$ cat src/hw/rtl/lsa_pkg.sv
`timescale 1ns / 1ps

package lsa_pkg;

    // Graph capacity and buffer geometry.
    localparam int MAX_NODES  = 64;
    localparam int SLOT_WORDS = 1024;

    // Widths fixed by the stream fields.
    localparam int IDX_W     = 6;
    localparam int CNT_W     = 7;
    localparam int POOL_W    = 7;
    localparam int OFFSET_W  = 16;
    localparam int ARENA_W   = 17;
    localparam int SLOTS     = 1 << IDX_W;
    localparam int IN_DATA_W = 16;
    localparam int OUT_DATA_W = 48;

    localparam logic [ARENA_W-1:0] SLOT_WORDS_V = ARENA_W'(SLOT_WORDS);
    localparam logic [CNT_W-1:0]   MAX_NODES_V  = CNT_W'(MAX_NODES);

    // One stored graph node: its producer count and producer indexes.
    typedef struct packed {
        logic [IDX_W-1:0] prod_b;
        logic [IDX_W-1:0] prod_a;
        logic [1:0]       prod_cnt;
    } prod_entry_t;

    localparam int PROD_W = $bits(prod_entry_t);

    // Commands from the sequencer to the slot map.
    typedef struct packed {
        logic             clear;
        logic             alloc;
        logic             free;
        logic [IDX_W-1:0] free_slot;
    } slot_ctrl_t;

    // Slot map status back to the sequencer.
    typedef struct packed {
        logic [IDX_W-1:0]  alloc_slot;
        logic [POOL_W-1:0] pool;
    } slot_stat_t;

endpackage

$ cat src/hw/rtl/liveness_slot_allocator.sv
`timescale 1ns / 1ps

// Liveness-based buffer slot allocator. A dataflow graph is streamed in one
// node per transfer, in topological order; each node names up to two earlier
// producers. Loading accepts one node per cycle. The transfer that carries
// tlast starts the plan, during which s_tready stays low: a last-use pass
// over all N stored nodes, an allocation pass that gives each node the
// lowest free slot and then frees its producers' slots at their last use,
// and finally one result transfer per node. The passes are serial: each
// node-indexed memory has a single read port, which they visit one entry
// at a time. Nodes beyond 64 are dropped and reported in m_tuser of every
// result. The arena size is the peak slot count times 1024 words.
module liveness_slot_allocator (
    input  logic                           clk,
    input  logic                           rst_n,
    input  logic                           s_tvalid,
    output logic                           s_tready,
    // in_count[1:0], first_input[7:2], second_input[13:8], zero fill [15:14]
    input  logic [lsa_pkg::IN_DATA_W-1:0]  s_tdata,
    input  logic                           s_tlast,   // last_node
    output logic                           m_tvalid,
    input  logic                           m_tready,
    // node_index[5:0], slot[11:6], word_offset[27:12], arena_words[44:28],
    // zero fill [47:45]
    output logic [lsa_pkg::OUT_DATA_W-1:0] m_tdata,
    output logic                           m_tuser,   // overflow
    output logic                           m_tlast    // last_result
);

    localparam logic [3:0] ST_LOAD     = 4'd0;
    localparam logic [3:0] ST_LC_FETCH = 4'd1;
    localparam logic [3:0] ST_LC_A     = 4'd2;
    localparam logic [3:0] ST_LC_B     = 4'd3;
    localparam logic [3:0] ST_PL_ALLOC = 4'd4;
    localparam logic [3:0] ST_PL_FREEA = 4'd5;
    localparam logic [3:0] ST_PL_FREEB = 4'd6;
    localparam logic [3:0] ST_OUT_LD   = 4'd7;
    localparam logic [3:0] ST_OUT_HOLD = 4'd8;

    logic [3:0]                  state_reg;
    logic [3:0]                  state_next;
    logic [lsa_pkg::CNT_W-1:0]   node_cnt_reg;
    logic [lsa_pkg::CNT_W-1:0]   node_cnt_next;
    logic                        ovf_reg;
    logic                        ovf_next;
    logic [lsa_pkg::CNT_W-1:0]   idx_reg;
    logic [lsa_pkg::CNT_W-1:0]   idx_next;
    logic [lsa_pkg::IDX_W-1:0]   opa_reg;
    logic [lsa_pkg::IDX_W-1:0]   opa_next;
    logic [lsa_pkg::IDX_W-1:0]   opb_reg;
    logic [lsa_pkg::IDX_W-1:0]   opb_next;
    logic                        va_reg;
    logic                        va_next;
    logic                        vb_reg;
    logic                        vb_next;
    logic [lsa_pkg::SLOTS-1:0]   lc_valid_reg;
    logic [lsa_pkg::SLOTS-1:0]   lc_valid_next;
    logic                        lc_vld_reg;

    logic                        m_tvalid_reg;
    logic                        m_tvalid_next;
    logic [lsa_pkg::IDX_W-1:0]   out_node_reg;
    logic [lsa_pkg::IDX_W-1:0]   out_slot_reg;
    logic [lsa_pkg::OFFSET_W-1:0] out_offset_reg;
    logic [lsa_pkg::ARENA_W-1:0] out_arena_reg;
    logic                        out_ovf_reg;
    logic                        out_last_reg;
    logic                        out_load;

    // Memory ports.
    logic                        prod_we;
    logic [lsa_pkg::IDX_W-1:0]   prod_waddr;
    lsa_pkg::prod_entry_t        prod_wdata;
    logic                        prod_re;
    logic [lsa_pkg::IDX_W-1:0]   prod_raddr;
    lsa_pkg::prod_entry_t        prod_q;
    logic                        lc_we;
    logic [lsa_pkg::IDX_W-1:0]   lc_waddr;
    logic [lsa_pkg::IDX_W-1:0]   lc_q;
    logic                        as_we;
    logic [lsa_pkg::IDX_W-1:0]   as_q;
    logic                        rd_re;
    logic [lsa_pkg::IDX_W-1:0]   rd_raddr;

    lsa_pkg::slot_ctrl_t         slot_ctrl;
    lsa_pkg::slot_stat_t         slot_stat;

    logic                        in_xfer;
    logic                        out_xfer;
    logic [1:0]                  in_cnt_clamped;
    logic                        va_c;
    logic                        vb_c;
    logic                        idx_is_final;
    logic [lsa_pkg::CNT_W-1:0]   idx_inc;

    assign in_xfer  = s_tvalid && s_tready;
    assign out_xfer = m_tvalid && m_tready;
    assign s_tready = (state_reg == ST_LOAD);

    // A producer count of three behaves as two.
    assign in_cnt_clamped = (s_tdata[1:0] == 2'd3) ? 2'd2 : s_tdata[1:0];

    // An operand counts only when it is present and names an earlier node.
    assign va_c = (prod_q.prod_cnt != 2'd0)
                  && ({1'b0, prod_q.prod_a} < idx_reg);
    assign vb_c = prod_q.prod_cnt[1]
                  && ({1'b0, prod_q.prod_b} < idx_reg);

    assign idx_inc      = idx_reg + lsa_pkg::CNT_W'(1);
    assign idx_is_final = (idx_inc == node_cnt_reg);

    assign prod_we    = in_xfer && (node_cnt_reg < lsa_pkg::MAX_NODES_V);
    assign prod_waddr = node_cnt_reg[lsa_pkg::IDX_W-1:0];
    assign prod_wdata = '{prod_b:   s_tdata[13:8],
                          prod_a:   s_tdata[7:2],
                          prod_cnt: in_cnt_clamped};

    always_comb
    begin
        state_next    = state_reg;
        node_cnt_next = node_cnt_reg;
        ovf_next      = ovf_reg;
        idx_next      = idx_reg;
        opa_next      = opa_reg;
        opb_next      = opb_reg;
        va_next       = va_reg;
        vb_next       = vb_reg;
        lc_valid_next = lc_valid_reg;
        m_tvalid_next = m_tvalid_reg;
        out_load      = 1'b0;
        prod_re       = 1'b0;
        prod_raddr    = idx_reg[lsa_pkg::IDX_W-1:0];
        lc_we         = 1'b0;
        lc_waddr      = opa_reg;
        as_we         = 1'b0;
        rd_re         = 1'b0;
        rd_raddr      = opa_reg;
        slot_ctrl     = '0;

        unique case (state_reg)
            ST_LOAD:
            begin
                if (in_xfer)
                begin
                    if (prod_we)
                    begin
                        node_cnt_next = node_cnt_reg + lsa_pkg::CNT_W'(1);
                    end
                    else
                    begin
                        ovf_next = 1'b1;
                    end
                    if (s_tlast)
                    begin
                        idx_next      = '0;
                        lc_valid_next = '0;
                        slot_ctrl.clear = 1'b1;
                        state_next    = ST_LC_FETCH;
                    end
                end
            end
            ST_LC_FETCH:
            begin
                prod_re    = 1'b1;
                state_next = ST_LC_A;
            end
            ST_LC_A:
            begin
                // Nodes are visited in rising order, so the latest write to
                // an entry is always the largest consumer index.
                lc_we    = va_c;
                lc_waddr = prod_q.prod_a;
                if (va_c)
                begin
                    lc_valid_next[prod_q.prod_a] = 1'b1;
                end
                opb_next   = prod_q.prod_b;
                vb_next    = vb_c;
                state_next = ST_LC_B;
            end
            ST_LC_B:
            begin
                lc_we    = vb_reg;
                lc_waddr = opb_reg;
                if (vb_reg)
                begin
                    lc_valid_next[opb_reg] = 1'b1;
                end
                prod_re = 1'b1;
                if (idx_is_final)
                begin
                    idx_next   = '0;
                    prod_raddr = '0;
                    state_next = ST_PL_ALLOC;
                end
                else
                begin
                    idx_next   = idx_inc;
                    prod_raddr = idx_inc[lsa_pkg::IDX_W-1:0];
                    state_next = ST_LC_A;
                end
            end
            ST_PL_ALLOC:
            begin
                slot_ctrl.alloc = 1'b1;
                as_we    = 1'b1;
                opa_next = prod_q.prod_a;
                opb_next = prod_q.prod_b;
                va_next  = va_c;
                vb_next  = vb_c;
                // Valid producers are earlier nodes, so for them this read never
                // meets the entry being written for the current node.
                rd_re    = 1'b1;
                rd_raddr = prod_q.prod_a;
                state_next = ST_PL_FREEA;
            end
            ST_PL_FREEA:
            begin
                slot_ctrl.free = va_reg && lc_vld_reg
                                 && (lc_q == idx_reg[lsa_pkg::IDX_W-1:0]);
                slot_ctrl.free_slot = as_q;
                rd_re    = 1'b1;
                rd_raddr = opb_reg;
                state_next = ST_PL_FREEB;
            end
            ST_PL_FREEB:
            begin
                slot_ctrl.free = vb_reg && lc_vld_reg
                                 && (lc_q == idx_reg[lsa_pkg::IDX_W-1:0]);
                slot_ctrl.free_slot = as_q;
                if (idx_is_final)
                begin
                    idx_next   = '0;
                    rd_re      = 1'b1;
                    rd_raddr   = '0;
                    state_next = ST_OUT_LD;
                end
                else
                begin
                    idx_next   = idx_inc;
                    prod_re    = 1'b1;
                    prod_raddr = idx_inc[lsa_pkg::IDX_W-1:0];
                    state_next = ST_PL_ALLOC;
                end
            end
            ST_OUT_LD:
            begin
                out_load      = 1'b1;
                m_tvalid_next = 1'b1;
                state_next    = ST_OUT_HOLD;
            end
            ST_OUT_HOLD:
            begin
                if (out_xfer)
                begin
                    m_tvalid_next = 1'b0;
                    if (out_last_reg)
                    begin
                        idx_next      = '0;
                        node_cnt_next = '0;
                        ovf_next      = 1'b0;
                        state_next    = ST_LOAD;
                    end
                    else
                    begin
                        idx_next   = idx_inc;
                        rd_re      = 1'b1;
                        rd_raddr   = idx_inc[lsa_pkg::IDX_W-1:0];
                        state_next = ST_OUT_LD;
                    end
                end
            end
            default:
            begin
                state_next = ST_LOAD;
            end
        endcase
    end

    always_ff @(posedge clk or negedge rst_n)
    begin
        if (!rst_n)
        begin
            state_reg    <= ST_LOAD;
            node_cnt_reg <= '0;
            ovf_reg      <= 1'b0;
            idx_reg      <= '0;
            va_reg       <= 1'b0;
            vb_reg       <= 1'b0;
            lc_valid_reg <= '0;
            m_tvalid_reg <= 1'b0;
        end
        else
        begin
            state_reg    <= state_next;
            node_cnt_reg <= node_cnt_next;
            ovf_reg      <= ovf_next;
            idx_reg      <= idx_next;
            va_reg       <= va_next;
            vb_reg       <= vb_next;
            lc_valid_reg <= lc_valid_next;
            m_tvalid_reg <= m_tvalid_next;
        end
    end

    // Payload registers.
    always_ff @(posedge clk)
    begin
        opa_reg <= opa_next;
        opb_reg <= opb_next;
        if (rd_re)
        begin
            lc_vld_reg <= lc_valid_reg[rd_raddr];
        end
        if (out_load)
        begin
            out_node_reg   <= idx_reg[lsa_pkg::IDX_W-1:0];
            out_slot_reg   <= as_q;
            out_offset_reg <= lsa_pkg::OFFSET_W'(lsa_pkg::ARENA_W'(as_q)
                                                 * lsa_pkg::SLOT_WORDS_V);
            out_arena_reg  <= lsa_pkg::ARENA_W'(slot_stat.pool)
                              * lsa_pkg::SLOT_WORDS_V;
            out_ovf_reg    <= ovf_reg;
            out_last_reg   <= idx_is_final;
        end
    end

    lsa_ram #(
        .DATA_W (lsa_pkg::PROD_W),
        .ADDR_W (lsa_pkg::IDX_W)
    ) u_prod_ram (
        .clk   (clk),
        .we    (prod_we),
        .waddr (prod_waddr),
        .wdata (prod_wdata),
        .re    (prod_re),
        .raddr (prod_raddr),
        .rdata (prod_q)
    );

    // Last consumer of each node; entries not written this plan are masked
    // by the valid bits.
    lsa_ram #(
        .DATA_W (lsa_pkg::IDX_W),
        .ADDR_W (lsa_pkg::IDX_W)
    ) u_lc_ram (
        .clk   (clk),
        .we    (lc_we),
        .waddr (lc_waddr),
        .wdata (idx_reg[lsa_pkg::IDX_W-1:0]),
        .re    (rd_re),
        .raddr (rd_raddr),
        .rdata (lc_q)
    );

    // Slot assigned to each node's output.
    lsa_ram #(
        .DATA_W (lsa_pkg::IDX_W),
        .ADDR_W (lsa_pkg::IDX_W)
    ) u_as_ram (
        .clk   (clk),
        .we    (as_we),
        .waddr (idx_reg[lsa_pkg::IDX_W-1:0]),
        .wdata (slot_stat.alloc_slot),
        .re    (rd_re),
        .raddr (rd_raddr),
        .rdata (as_q)
    );

    lsa_slot_map u_slot_map (
        .clk   (clk),
        .rst_n (rst_n),
        .ctrl  (slot_ctrl),
        .stat  (slot_stat)
    );

    assign m_tvalid = m_tvalid_reg;
    assign m_tdata  = {3'b000, out_arena_reg, out_offset_reg, out_slot_reg, out_node_reg};
    assign m_tuser  = out_ovf_reg;
    assign m_tlast  = out_last_reg;

`ifndef SYNTHESIS
    // Loading and result delivery never overlap.
    assert property (@(posedge clk) disable iff (!rst_n) m_tvalid |-> !s_tready)
        else $error("input accepted while a result is pending");

    // After the final result the block is ready for the next graph.
    assert property (@(posedge clk) disable iff (!rst_n)
                     (m_tvalid && m_tready && m_tlast) |=> s_tready)
        else $error("not ready after the final result");

    // Every reported slot lies inside the planned pool.
    assert property (@(posedge clk) disable iff (!rst_n)
                     m_tvalid |-> ({1'b0, out_slot_reg} < slot_stat.pool))
        else $error("slot outside the pool");

    // The stored node count never exceeds capacity.
    assert property (@(posedge clk) disable iff (!rst_n)
                     node_cnt_reg <= lsa_pkg::MAX_NODES_V)
        else $error("node count above capacity");
`endif

endmodule

$ cat src/hw/rtl/lsa_ram.sv
`timescale 1ns / 1ps

module lsa_ram #(
    parameter int DATA_W = 8,
    parameter int ADDR_W = 6
) (
    input  logic              clk,
    input  logic              we,
    input  logic [ADDR_W-1:0] waddr,
    input  logic [DATA_W-1:0] wdata,
    input  logic              re,
    input  logic [ADDR_W-1:0] raddr,
    output logic [DATA_W-1:0] rdata
);

    localparam int DEPTH = 1 << ADDR_W;

    logic [DATA_W-1:0] mem [DEPTH];

    always_ff @(posedge clk)
    begin
        if (we)
        begin
            mem[waddr] <= wdata;
        end
    end

    always_ff @(posedge clk)
    begin
        if (re)
        begin
            rdata <= mem[raddr];
        end
    end

endmodule

$ cat src/hw/rtl/lsa_slot_map.sv
`timescale 1ns / 1ps

module lsa_slot_map (
    input  logic                clk,
    input  logic                rst_n,
    input  lsa_pkg::slot_ctrl_t ctrl,
    output lsa_pkg::slot_stat_t stat
);

    logic [lsa_pkg::SLOTS-1:0]  busy_reg;
    logic [lsa_pkg::SLOTS-1:0]  busy_next;
    logic [lsa_pkg::POOL_W-1:0] pool_reg;
    logic [lsa_pkg::POOL_W-1:0] pool_next;
    logic [lsa_pkg::SLOTS-1:0]  pool_mask;
    logic [lsa_pkg::SLOTS-1:0]  avail;
    logic [lsa_pkg::SLOTS-1:0]  lowest;
    logic [lsa_pkg::IDX_W-1:0]  first_idx;
    logic                       any_free;
    logic [lsa_pkg::IDX_W-1:0]  alloc_slot;

    // Only slots below the pool size are candidates; the lowest free one is
    // isolated with the two's complement trick and then encoded.
    always_comb
    begin
        if (pool_reg[lsa_pkg::POOL_W-1])
        begin
            pool_mask = '1;
        end
        else
        begin
            pool_mask = (lsa_pkg::SLOTS'(1) << pool_reg[lsa_pkg::IDX_W-1:0])
                        - lsa_pkg::SLOTS'(1);
        end
        avail    = ~busy_reg & pool_mask;
        lowest   = avail & (~avail + lsa_pkg::SLOTS'(1));
        any_free = |avail;
        first_idx = '0;
        for (int b = 0; b < lsa_pkg::SLOTS; b++)
        begin
            first_idx = first_idx | (lowest[b] ? lsa_pkg::IDX_W'(b) : '0);
        end
        alloc_slot = any_free ? first_idx : pool_reg[lsa_pkg::IDX_W-1:0];
    end

    always_comb
    begin
        busy_next = busy_reg;
        pool_next = pool_reg;
        if (ctrl.clear)
        begin
            busy_next = '0;
            pool_next = '0;
        end
        else
        begin
            if (ctrl.alloc)
            begin
                busy_next[alloc_slot] = 1'b1;
                if (!any_free && !pool_reg[lsa_pkg::POOL_W-1])
                begin
                    pool_next = pool_reg + lsa_pkg::POOL_W'(1);
                end
            end
            if (ctrl.free)
            begin
                busy_next[ctrl.free_slot] = 1'b0;
            end
        end
    end

    always_ff @(posedge clk or negedge rst_n)
    begin
        if (!rst_n)
        begin
            busy_reg <= '0;
            pool_reg <= '0;
        end
        else
        begin
            busy_reg <= busy_next;
            pool_reg <= pool_next;
        end
    end

    assign stat.alloc_slot = alloc_slot;
    assign stat.pool       = pool_reg;

endmodule
$ cat config.mk
export PLATFORM = sky130hd
export DESIGN_NAME = liveness_slot_allocator
export DESIGN_NICKNAME = d
export VERILOG_FILES = /design/src/hw/rtl/lsa_pkg.sv /design/src/hw/rtl/liveness_slot_allocator.sv /design/src/hw/rtl/lsa_ram.sv /design/src/hw/rtl/lsa_slot_map.sv
export SDC_FILE = /design/constraint.sdc
export NUM_CORES = 2
export LEC_CHECK = 0
export BUFFER_PORTS_ARGS = -buffer_cell sky130_fd_sc_hd__buf_2
export CAP_MARGIN = 15
export CELL_PAD_IN_SITES_DETAIL_PLACEMENT = 1
export CELL_PAD_IN_SITES_GLOBAL_PLACEMENT = 1
export CORE_MARGIN = 3
export CORE_UTILIZATION = 40
export CTS_CLUSTER_DIAMETER = 50
export DETAILED_ROUTE_END_ITERATION = 10
export PLACE_DENSITY = 0.71
export SLEW_MARGIN = 20
export SYNTH_ARGS = -nofsm -noshare
export SYNTH_HDL_FRONTEND = slang
export SYNTH_HIERARCHICAL = 1
export SYNTH_SLANG_ARGS = --single-unit
$ cat constraint.sdc
create_clock -name clk -period 16.4 [get_ports clk]
set_input_delay 3.28 -clock clk [delete_from_list [all_inputs] [get_ports clk]]
set_output_delay 3.28 -clock clk [all_outputs]
set_load 0.03 [all_outputs]
==> impl_results.md <==
* Status: finished, final reports clean
* Setup TNS at 0 ns
* Slew Limit Fails at 0
* GPL Wtd Cong at 0.905
* # fillers at 19422
* Area of the multi-input gates at 24100 um^2
* Crit path launch type: register
* Clock buffer depth at 3
* CP Launch Point: u_slot_map/pool_reg[0]$_DFFE_PN0P_
* Sequential area share after synthesis at 0.682
* Fin crit period at 8.91 ns
* Crit path max fanout at 67
* Crit path top cell by count: nand4_1
* RSZ-0062 raised after global routing: false
* Number of routed nets with antenna violations at 0
* Worst reg2reg path depth at 17
* Largest register FFs at 896
* WL/cell at 29.1 um
* Slew headroom at 0.190
* Max VDD drop at 753 uV
* Detailed-route via count at 47597
* Hold buffer count at CTS at 0
* Post-CTS Setup Inserts at 0
* Fin Hold WS at 0.485 ns
* Synth warnings at 6
* Nets at 5023
* Power per cell area at 204 nW/um^2
* Gr usage total at 0.215
* Clk_skew at 0.0529 ns
* Synth top area share at 0.634
* Post-synth top area cell: edfxtp_1
* Vias in the first global route at 49662
* Most common cell after layout, fill and taps aside: edfxtp_1
* Reg2reg start: u_slot_map/pool_reg[0]$_DFFE_PN0P_
* Grt total ovfl at 0
* Full die area at 210000 um^2
* Top delay family on crit path: simple AND/OR/NAND/NOR gates
* Placed Cells at 7454
* Final WL at 228000 um
* Tcrit/Tclk final at 0.543
* Slowest cell on the critical path: nor4_4
* Top reg by flops: u_prod_ram/mem
* Global-route wire length before repair at 340000 um
* Root buffer cell: clkbuf_16
* Number of I/O pins at 73
* Row count at 165
* Layout Utilization at 0.451
* Yosys reg bits at 1881
* Commonest non-fill, non-tap cells in the layout: 1724 x edfxtp_1, 398 x mux4_2, 340 x nor2_1, 201 x clkbuf_16, 190 x nand2_1
* Post-DP HPWL at 140000 um
* Reg2reg end: u_slot_map/busy_reg[61]$_DFF_PN0_
* Top post-synthesis cells by area: edfxtp_1 63%, mux4_2 11%, dfrtp_1 4.8%
* CTS Buf Count at 198
* Worst setup EP type: register
* Post-synthesis cell area at 81700 um^2
* Biggest registers after layout: u_prod_ram/mem x896, u_as_ram/mem x384, u_lc_ram/mem x384
* Clock Sinks at 1881
* CTS tree: done
* Die height at 458 um
* Critical Path End: u_slot_map/busy_reg[61]$_DFF_PN0_
* Worst Path Arrival at 9.60 ns
* Setup CP Type: reg2reg
* Leak at 0.0284 uW
* Initial DRC Count at 4891
* CP peak stage delay at 1.12 ns
* Layout cells sized above 1 at 0.205
* Drt pass-1 iters at 5
* Post-synth ARST share at 0.0835
* Worst reg-to-reg setup slack at 7.49 ns
* Cells after Synth at 4932
* CTS H-tree lvls at 4
* Worst skew pair latency at 0.84 ns
* Most used DFF post-synth: edfxtp_1
* Die Wd at 458 um
* Final setup violation count at 0
* Post-synth EDFFs at 1724
* DRC errors left at 0
* Placed Area at 84500 um^2
* Distinct cells, synth at 121
* Max-Cap Viols at 0
* Worst endpoint required time at 17.09 ns
* Starting Density at 0.403
* Crit path depth at 17
* Largest net degree at the start of global routing at 85
* Post-cts resize count at 0
* Initial antenna violation count at 3
* Fin. Hold Viols at 0
* Post-route cell area at 91300 um^2
* Synth-to-Final Area Change at 11.8%
* Diodes inserted at 0
* Tightest Pin Transition at 1.21 ns
* Mean post-synth cell area at 16.6 um^2
* Max Freq at 0.112 GHz
* Hold Path Class: reg2reg
* Seq. cell area at 55700 um^2
* CORE AREA at 203000 um^2
* Non-Filler Instances at 7820
* WP buf/inv at 3
* Worst path cell trace: inv_1 > ha_1 > nor2b_1 > buf_4 > o21ai_1 > nand4_1 > or4_1 > o21ai_0 > nand2_1 > a221oi_2 > nand4_1 > or3_1 > o32ai_2 > clkinv_2 > nor4_4 > a31oi_1 > a311oi_1
* Port bufs at 47
* Clock-pin slew on the worst setup and hold paths at 0.06 ns
* Avg Vias per Cell at 6.09
worst min path at each step:
stage / startpoint / endpoint / slack [ns] / cells past startpoint
CTS: lc_valid_reg[20]$_DFFE_PN0P_ / lc_valid_reg[20]$_DFFE_PN0P_ / 0.49 / 2
global route: ovf_reg$_DFFE_PN0P_ / m_tuser$_DFFE_PP_ / 0.51 / 0
detailed placement: lc_valid_reg[20]$_DFFE_PN0P_ / lc_valid_reg[20]$_DFFE_PN0P_ / 0.47 / 2
finish: lc_valid_reg[20]$_DFFE_PN0P_ / lc_valid_reg[20]$_DFFE_PN0P_ / 0.48 / 2
global placement: lc_valid_reg[38]$_DFFE_PN0P_ / lc_valid_reg[38]$_DFFE_PN0P_ / 0.46 / 2
floorplan: u_as_ram/rdata[0]$_DFFE_PP_ / out_offset_reg[10]$_DFFE_PP_ / 0.42 / 0
cells in the mapped netlist, types with 86 or more instances:
cell type and instances:
dfrtp_1 157, nor2_1 374, edfxtp_1 1724, nand2_1 190, clkbuf_1 147, mux2i_1 96, a211oi_1 99, nand3_1 103
o21ai_0 99, nor3_1 86, mux4_2 398, o22ai_1 91, a21oi_1 130
worst reg2reg max path: cells and delay by family (launching register included):
family / cells / cell delay [ns]
simple gates: 7 / 3.98
compound gates: 6 / 2.33
buf+inv: 3 / 1.24
flops: 1 / 0.69
fa+ha+maj: 1 / 0.55
power breakdown:
group          internal (uW)  total, uW  switching, uW
Combinational           1820       6650           4830
Clock                   2670       4600           1930
Sequential              7200       7390            186
Total                  11700      18600           6950
per-stage QoR:
stage / power, uW / worst slack (ns)
after floorplan: 11800 / 9.32
after global placement: 13800 / 7.69
after detailed placement: 14200 / 7.66
after CTS: 18800 / 7.95
after global routing: 19500 / 7.03
final: 18600 / 7.49
cell families after synthesis:
logic type / after synthesis / synth area share
AO/OA/AOI/OAI: 868 / 0.0770
XOR/XNOR: 41 / 0.00456
adder cells (fa/ha/maj): 20 / 0.00306
buffers and inverters: 404 / 0.0273
flip-flops: 1881 / 0.682
multiplexers: 547 / 0.131
other: 1 / 0.0000459
AND/OR/NAND/NOR: 1170 / 0.0752
area by class of cell:
type                    instances  area share
inverters                      63     0.00269
repair buffers                169      0.0128
clock inverters               130      0.0176
flip-flops and latches       1881       0.610
well taps                    2672      0.0366
clock buffers                 236      0.0565
multi-input cells            2669       0.264
layer usage:
layer  part of all wire  track usage  vias up
met5           0.000053            0        -
met4              0.029       0.0653        2
met3              0.065       0.0319      371
met2               0.50        0.359     1817
met1               0.41        0.293    25256
li1                   -            -    20151
(Power assumes the default switching activity.)
